$ cat src/rtl/core/ssaa_pkg.sv
package ssaa_pkg;

	// Configuration port
	localparam int DIM_W      = 11;
	localparam int SCALE_W    = 4;
	localparam int CFG_IDX_W  = 2;

	localparam logic [CFG_IDX_W-1:0] CFG_LOW_RES_WIDTH  = 2'd0;
	localparam logic [CFG_IDX_W-1:0] CFG_LOW_RES_HEIGHT = 2'd1;
	localparam logic [CFG_IDX_W-1:0] CFG_SSAA_SCALE     = 2'd2;

	localparam logic [DIM_W-1:0]   WIDTH_RESET  = 11'd640;
	localparam logic [DIM_W-1:0]   HEIGHT_RESET = 11'd480;
	localparam logic [SCALE_W-1:0] SCALE_RESET  = 4'd4;

	// Field widths
	localparam int COLOUR_W = 8;
	localparam int DEPTH_W  = 32;
	localparam int XY_W     = 10;
	localparam int ROW_W    = 10;

	localparam int MAX_LOW_HEIGHT = 1024;

	typedef struct packed {
		logic                frame_start;
		logic [COLOUR_W-1:0] in_red;
		logic [COLOUR_W-1:0] in_green;
		logic [COLOUR_W-1:0] in_blue;
		logic [DEPTH_W-1:0]  in_depth_bits;
	} sample_t;

	typedef struct packed {
		logic [XY_W-1:0]     out_x;
		logic [XY_W-1:0]     out_y;
		logic [COLOUR_W-1:0] out_red;
		logic [COLOUR_W-1:0] out_green;
		logic [COLOUR_W-1:0] out_blue;
		logic [DEPTH_W-1:0]  out_depth_bits;
		logic                frame_done;
	} pixel_t;

	// Position of one sample within its block, worked out at acceptance.
	typedef struct packed {
		logic            first;
		logic            centre;
		logic            last;
		logic            done;
		logic [XY_W-1:0] x;
		logic [XY_W-1:0] y;
	} blk_ctrl_t;

endpackage

$ cat src/rtl/core/ssaa_avg.sv
module ssaa_avg import ssaa_pkg::*; #(
	parameter int MAX_SCALE = 8,
	parameter int SUM_W     = 14,
	parameter int S_W       = 4
) (
	input  logic                clk,
	input  logic                en,
	input  logic                load,
	input  logic [S_W-1:0]      scale,
	input  logic [SUM_W-1:0]    sum_red,
	input  logic [SUM_W-1:0]    sum_green,
	input  logic [SUM_W-1:0]    sum_blue,
	output logic [COLOUR_W-1:0] avg_red,
	output logic [COLOUR_W-1:0] avg_green,
	output logic [COLOUR_W-1:0] avg_blue
);

	// Division by scale squared as a multiply by a rounded-up reciprocal. With
	// the shift at sum bits plus area bits the quotient is exact for every sum.
	localparam int AREA_BITS = SUM_W - COLOUR_W;
	localparam int K         = SUM_W + AREA_BITS;
	localparam int RECIP_W   = K + 1;
	localparam int PROD_W    = SUM_W + RECIP_W;

	logic [RECIP_W-1:0] recip_tab [MAX_SCALE+1];
	logic [RECIP_W-1:0] recip;
	logic [PROD_W-1:0]  prod_red_q, prod_green_q, prod_blue_q;

	assign recip_tab[0] = '0;

	for (genvar i = 1; i <= MAX_SCALE; i++) begin : g_recip
		localparam longint unsigned Area  = longint'(i) * longint'(i);
		localparam longint unsigned Recip = ((64'd1 << K) + Area - 64'd1) / Area;
		assign recip_tab[i] = RECIP_W'(Recip);
	end

	assign recip = recip_tab[scale];

	always_ff @(posedge clk) begin
		if (en && load) begin
			prod_red_q   <= PROD_W'(sum_red)   * PROD_W'(recip);
			prod_green_q <= PROD_W'(sum_green) * PROD_W'(recip);
			prod_blue_q  <= PROD_W'(sum_blue)  * PROD_W'(recip);
		end
	end

	assign avg_red   = prod_red_q[K +: COLOUR_W];
	assign avg_green = prod_green_q[K +: COLOUR_W];
	assign avg_blue  = prod_blue_q[K +: COLOUR_W];

endmodule

$ cat config.mk
export PLATFORM = sky130hd
export DESIGN_NAME = ssaa_avg
export DESIGN_NICKNAME = d
export VERILOG_FILES = /design/src/rtl/core/ssaa_pkg.sv /design/src/rtl/core/ssaa_avg.sv
export SDC_FILE = /design/constraint.sdc
export NUM_CORES = 1
export LEC_CHECK = 0
export BUFFER_PORTS_ARGS = -buffer_cell sky130_fd_sc_hd__buf_2
export CAP_MARGIN = 10
export CELL_PAD_IN_SITES_DETAIL_PLACEMENT = 0
export CELL_PAD_IN_SITES_GLOBAL_PLACEMENT = 1
export CORE_MARGIN = 2
export CORE_UTILIZATION = 29
export CTS_CLUSTER_DIAMETER = 100
export CTS_CLUSTER_SIZE = 8
export DETAILED_ROUTE_END_ITERATION = 6
export GPL_TIMING_DRIVEN = 0
export PLACE_DENSITY = 0.59
export REMOVE_ABC_BUFFERS = 1
export SLEW_MARGIN = 20
export SYNTH_ARGS = -nofsm -noshare
export SYNTH_HDL_FRONTEND = slang
export SYNTH_SLANG_ARGS = --single-unit
$ cat constraint.sdc
create_clock -name clk -period 12.6 [get_ports clk]
set_input_delay 1.26 -clock clk [delete_from_list [all_inputs] [get_ports clk]]
set_output_delay 1.26 -clock clk [all_outputs]
set_load 0.05 [all_outputs]
# Word-level counts from Yosys, hierarchy flattened
# Memory sizes are Yosys's and may differ from the RTL's.
# Index checks and enable logic that the tools add are counted.
# totals
mem_count	1
elab_cells	12
input_bits	49
out_inout_bits	24
rom_bits	336
ff_bits	84
# memory_table
memory	depth	width	read_ports	rd_ports_with_merged_regs	write_ports	line	source
(name not given)	16	21	1	0	0	ssaa_avg.sv:37	assign recip = recip_tab[scale];
# classes
n_mul	3
bitwise_logic	1
reduce_logical	1
magnitude_cmp	1
mux	2
# ops
cell	count
multiplier 14 x 21 -> 28 bit	3
two-way mux 21 bit	2
greater-or-equal comparator 5 bit (second input constant)	1
inverter 4 -> 5 bit	1
logical AND 1 bit	1

# Longest topological paths before layout
# Gate-level depths: netlist of the first run.
# depth
ltp_word	5
ltp_mapped	27
ltp_nobuf	25

# Least setup slack after synthesis of the first run
# Ideal clock, no wire load.
# synth_timing
kind	input to register
from	input port scale[0]
to	register prod_red_q[27] (data pin)
path_stages	25
setup_ns	0.260
required_ns	12.340
path_buffers	3
path_slack_ns	5.072
t_arrival_ns	7.269
path_cell_list	inv_1 > ha_1 > nand2b_1 > nor2_1 > clkbuf_1 > clkbuf_1 > buf_1 > nand2_1 > fa_1 > fa_1 > inv_1 > fa_1 > fa_1 > fa_1 > inv_1 > fa_1 > inv_1 > ha_1 > a211oi_1 > o21ai_1 > a221oi_1 > a31oi_1 > a211oi_1 > o21bai_1 > xnor2_1
# synth_via
elab_chain_cells	5
# synth_lines
item	line	source
start, declared	ssaa_avg.sv:9	input logic [S_W-1:0] scale,
inverter 4 -> 5 bit (implied by the code)	ssaa_avg.sv:37	
memory read (16 x 21 bit)	--	
two-way mux 21 bit (implied by the code) (2 in series)	ssaa_avg.sv:37	
multiplier 14 x 21 -> 28 bit	ssaa_avg.sv:41	prod_red_q <= PROD_W'(sum_red) * PROD_W'(recip);
end signal, assigned	ssaa_avg.sv:41	
end, declared	ssaa_avg.sv:27	logic [PROD_W-1:0] prod_red_q, prod_green_q, prod_blue_q;
# Every way passes these cells. The select of a mux whose other input is x is not followed.
# A chain may end at the register's enable or synchronous reset.

# Final worst setup path of the first run
# layout_timing
from	input port scale[1]
to	register prod_blue_q[27] (data pin)
# layout_via
elab_chain_cells	5
# layout_lines
item	line	source
inverter 4 -> 5 bit (implied by the code)	ssaa_avg.sv:37	
memory read (16 x 21 bit)	--	
two-way mux 21 bit (implied by the code) (2 in series)	ssaa_avg.sv:37	
multiplier 14 x 21 -> 28 bit	ssaa_avg.sv:43	prod_blue_q <= PROD_W'(sum_blue) * PROD_W'(recip);
end signal, assigned	ssaa_avg.sv:43	
end, declared	ssaa_avg.sv:27	
# Every way passes these cells. The select of a mux whose other input is x is not followed.

==> results of run 1 <==
-- power by group --
part / internal (mW) / switching (mW) / leakage [nW]
clock: 0.0425 / 0.0377 / 0.0370
sequential: 0.135 / 0.0124 / 0.223
combinational: 0.489 / 0.732 / 11.7
total: 0.666 / 0.782 / 12.0
-- registers in the layout, indices dropped and copies added (netlist names) --
signal / flops
prod_blue_q: 8
prod_green_q: 8
prod_red_q: 8
-- worst max-delay path: cells and delay by family --
kind	cells	cell delay [ps]
AOI/OAI and AO/OA	6	1720
xor gates and xnor gates	1	120
buffers and inverters	7	850
adders and majority gates	8	3470
and+or+nand+nor	4	1070
-- layer usage --
metal  wire length, um  global-route usage [%]  up-vias
li1                  -                       -     6415
met1             25000                    22.5     6925
met2             26100                    27.9      159
met3              1240                    1.14       33
met4               475                    1.64        4
met5                27                       0        -
-- placed cells by master, fill, tap and decap left out, types with 9 or more instances in the layout --
| cell | count |
|---|---|
| a21oi_1 | 26 |
| and2_1 | 181 |
| and3_1 | 40 |
| buf_16 | 9 |
| buf_2 | 72 |
| edfxtp_1 | 24 |
| fa_1 | 439 |
| ha_1 | 318 |
| inv_1 | 616 |
| nand2_1 | 189 |
| nor2_1 | 32 |
| o21ai_0 | 24 |
| xnor2_1 | 45 |
| xor2_1 | 11 |
-- logic make-up after synthesis --
kind of cell / Yosys count / synth area share (%)
simple gates: 491 / 12.7
flops: 24 / 3.62
buf+inv: 693 / 13.1
xor+xnor: 56 / 2.46
mux: 2 / 0.100
compound gates: 118 / 3.95
fa+ha+maj: 758 / 64.1
-- stage by stage --
| stage | setup TNS, ps | worst slack (ps) | hold WS [ps] | total power, mW |
|---|---|---|---|---|
| after floorplan | 0 | 4060 | 1740 | 1.03 |
| final | 0 | 4100 | 1550 | 1.45 |
| after global placement | -729 | -260 | 1800 | 1.36 |
| after CTS | 0 | 4010 | 1560 | 1.48 |
| after global routing | 0 | 3660 | 1570 | 1.65 |
| after detailed placement | 0 | 3710 | 1800 | 1.38 |
-- worst paths after layout --
path,end,cells after the start
max,prod_blue_q[27],26
min,prod_red_q[27],2
-- area by class of cell --
cell class                 count  share of cell area, %
antenna                        1                 0.0116
timing repair buffer          93                   3.44
inverter                     616                   10.7
tap                          882                   5.10
sequential                    24                   3.33
clock buffer                   3                  0.347
multi-input combinational   1425                   77.1
==> flow_metrics.tcl, run 1 <==
set metrics [dict create \
    status "finished, final reports clean" \
    via_count 13536 \
    rows 96 \
    drc_errors 0 \
    cpPeakStageDelay_ps 560 \
    htree_num_levels 1 \
    initial_utilization_pct 29.2 \
    holdBufCountCts 0 \
    multi_input_area_mm2 0.0167 \
    min_period_ps 8500 \
    fp.dieW_um 266 \
    grt_pass1_vias 15717 \
    grt_setup_unrepaired "false" \
    synthTopCellsByArea "fa_1 44%, ha_1 20%, inv_1 12%" \
    tightest_slew_ps 971 \
    grt_max_degree 43 \
    cts_buffers 3 \
    cp_common_cell "fa_1" \
    port-buffer-count 72 \
    dpl_cell_area_mm2 0.0215 \
    power_leakage_nw 12.0 \
    peakVddDrop_mv 0.0945 \
    num_io_pins 73 \
    fin_crit_sh_pct 67.4 \
    clock_sinks 24 \
    worstSetupPathType "input pin to register" \
    max_freq_mhz 118 \
    area_growth_pct 8.47 \
    hold_viol_final 0 \
    required_ps 12630 \
    place_hpwl_mm 45.8 \
    syn-cell-area_mm2 0.0199 \
    antenna_left 0 \
    instances_no_fill 3044 \
    min_path_type "input pin to register" \
    cp_slowest_cell "a221oi_2" \
    wirelength_mm 52.8 \
    grt_pass1_wl_mm 87.9 \
    synth_top_cell_area_share_pct 44.1 \
    antenna_found_initial 4 \
    hold_start "load" \
    cts_tree "built" \
    design_area_mm2 0.0216 \
    clkTransAtPathRegs_ps 80 \
    gr-total-overflow 0 \
    synth_edf_count 24 \
    yosysMostFrequentCell "inv_1" \
    ys_seq_area_share_pct 3.62 \
    register_area_um2 721 \
    globalRouteTotalUtil_pct 16.0 \
    synth_seq_cells 24 \
    dr.pass1.iters 4 \
    synthCells 2142 \
    slew_viol_final 0 \
    async_flop_share_pct 0 \
    cts_setup_buffers 0 \
    setup_viol 0 \
    synth_ff_type "edfxtp_1" \
    drive_gt1_share_pct 5.18 \
    dp.cells 3040 \
    end_kind "register" \
    cap_violations 0 \
    synth_commonest_cells "616 x inv_1, 439 x fa_1, 319 x ha_1" \
    n_fill_cell 7150 \
    clockBufferDepth 2 \
    cts-resized-gates 0 \
    die_h_um 266 \
    fin_util_pct 31.6 \
    drt-initial-drc-count 436 \
    place_congestion 0.845 \
    wl_per_cell_um 17.4 \
    fin_nets 2970 \
    power_density_mw_per_mm2 67.0 \
    startpoint "scale[1]" \
    synth_warnings 0 \
    cp-start-kind "input pin" \
    worstPathArrival_ps 8530 \
    cp_max_fo 20 \
    syn-mean-instance-area_um2 9.31 \
    timing.slew.headroom_pct 35.3 \
    via_per_inst 4.45 \
    yosys.cell_types.count 57 \
    synth_top_cell_by_area "fa_1" \
    cts-root-buf "clkbuf_16" \
    dieArea_mm2 0.0709 \
    core_area_mm2 0.0683 \
]
Note: power is estimated with default switching activity, not from simulation.
==> inputs of run 2 (changes only) <==
--- a/config.mk
+++ b/config.mk
@@ -15,7 +15,7 @@
 export CTS_CLUSTER_SIZE = 8
 export DETAILED_ROUTE_END_ITERATION = 6
 export GPL_TIMING_DRIVEN = 0
-export PLACE_DENSITY = 0.59
+export PLACE_DENSITY = 0.61
 export REMOVE_ABC_BUFFERS = 1
 export SLEW_MARGIN = 20
 export SYNTH_ARGS = -nofsm -noshare
==> constraint.sdc (replaced) <==
create_clock -name clk -period 7.7 [get_ports clk]
set_input_delay 0.77 -clock clk [delete_from_list [all_inputs] [get_ports clk]]
set_output_delay 0.77 -clock clk [all_outputs]
set_load 0.05 [all_outputs]
==> run 2 against run 1 <==
Compared with the run above: count of clock-buffer cells in the layout unchanged; utilization up 0.10 points; critical path depth up 1; setup slack worse by 3700 ps; sequential power up 63%.
==> flow_metrics.tcl, run 2 (same netlist as run 1, synthesis figures left out) <==
set metrics [dict create \
    min_period_ps 7330 \
    layout_commonest_cell "inv_1" \
    antenna_found_initial 4 \
    fp.dieW_um 266 \
    dieArea_mm2 0.0709 \
    peakVddDrop_mv 0.167 \
    dpl_worst_slack_ps -775 \
    gr-total-overflow 0 \
    final.setup.worst_slack_ps 368 \
    port-buffer-count 72 \
    grt_max_degree 43 \
    holdWs_ps 1060 \
    end_kind "register" \
    fin_nets 2973 \
    place_congestion 0.836 \
    grt_pass1_wl_mm 86.8 \
    grt_pass1_vias 15582 \
    via_count 13507 \
    drt-initial-drc-count 455 \
    clockBufferDepth 2 \
    n_fill_cell 7115 \
    place_hpwl_mm 44.9 \
    min_path_type "input pin to register" \
    power_leakage_nw 12.0 \
    mostFrequentLayoutCells "616 x inv_1, 439 x fa_1, 317 x ha_1, 189 x nand2_1, 181 x and2_1" \
    status "finished, final reports clean" \
    wirelength_mm 52.1 \
    cts_tree "built" \
    cts_buffers 3 \
    area_growth_pct 8.82 \
    grt_setup_unrepaired "false" \
    max_freq_mhz 136 \
    clkTransAtPathRegs_ps 70 \
    antennaDiodeCount 0 \
    cp_slowest_cell "fa_1" \
    holdBufCountCts 0 \
    multi_input_area_mm2 0.0167 \
    cap_violations 0 \
    wl_per_cell_um 17.1 \
    register_area_um2 721 \
    antenna_left 0 \
    cpPeakStageDelay_ps 550 \
    dr.pass1.iters 5 \
    initial_utilization_pct 29.2 \
    fin_crit_sh_pct 95.2 \
    via_per_inst 4.43 \
    setup_viol 0 \
    crit_end "prod_blue_q[27]" \
    num_io_pins 73 \
    cts-root-buf "clkbuf_16" \
    fin_util_pct 31.7 \
    htree_num_levels 1 \
    worstPathArrival_ps 7370 \
    tightest_slew_ps 667 \
    required_ps 7730 \
    cp-start-kind "input pin" \
    hold_viol_final 0 \
    worstSetupPathType "input pin to register" \
    cp_common_cell "fa_1" \
    drc_errors 0 \
    globalRouteTotalUtil_pct 15.8 \
    clock_sinks 24 \
    reg_top3 "prod_blue_q (8), prod_green_q (8), prod_red_q (8)" \
    cp_max_fo 20 \
    power_density_mw_per_mm2 110 \
    finalPower_mw 2.38 \
    die_h_um 266 \
    startpoint "scale[1]" \
    core_area_mm2 0.0683 \
    rows 96 \
    timing.slew.headroom_pct 55.6 \
    drive_gt1_share_pct 5.55 \
    slew_viol_final 0 \
]
==> run 2: area by class of cell <==
| type | count | area share (%) |
|---|---|---|
| Clock buffer | 3 | 0.346 |
| Inverter | 616 | 10.7 |
| Sequential cell | 24 | 3.32 |
| Tap cell | 882 | 5.09 |
| Multi-Input combinational cell | 1426 | 77.1 |
| Timing Repair Buffer | 95 | 3.50 |
==> run 2: layer usage <==
| layer | global-route usage, % | wire length, um | vias up |
|---|---|---|---|
| met5 | 0 | 27 | - |
| met2 | 27.2 | 25400 | 191 |
| met4 | 1.97 | 529 | 4 |
| li1 | - | - | 6430 |
| met1 | 22.2 | 24500 | 6850 |
| met3 | 1.36 | 1610 | 32 |
==> run 2: worst min path at each step <==
stage / slack, ps / cells after the start / from / end
floorplan: 1250 / 4 / sum_green[12] / prod_green_q[27]
global placement: 1310 / 1 / prod_green_q[26] / avg_green[6]
detailed placement: 1310 / 1 / prod_green_q[25] / avg_green[5]
CTS: 1070 / 2 / load / prod_red_q[26]
global route: 1080 / 2 / load / prod_red_q[26]
finish: 1060 / 2 / load / prod_red_q[26]
==> run 2: worst max-delay path: cells and delay by family <==
kind | cells | cell delay, ps
XOR/XNOR | 1 | 120
adder cells (fa/ha/maj) | 8 | 3480
AND/OR/NAND/NOR | 4 | 760
buffers and inverters | 8 | 970
AO/OA/AOI/OAI | 6 | 1280
==> run 2: report_power, final <==
group	internal [mW]	total, mW	leakage (nW)	switching, mW
logic	0.809	2.01	11.7	1.20
registers	0.220	0.240	0.223	0.0201
clock network	0.0696	0.132	0.0370	0.0622
==> run 2: per-stage QoR <==
step / setup TNS, ps / instance area (um^2) / cells
5_1_grt: 0 / 21700 / 3046
3_3_place_gp: -96340 / 21100 / 3019
4_1_cts: 0 / 21600 / 3045
6_report: 0 / 21700 / 3046
2_1_floorplan: -2410 / 19600 / 2065
3_5_place_dp: -8800 / 21500 / 3039
==> run 2: timing repair <==
action	CTS	global route
buffers inserted	2	1
pin swaps	2	0
gates cloned	1	0
resized for setup	3	6
setup endpoints to repair	18	14
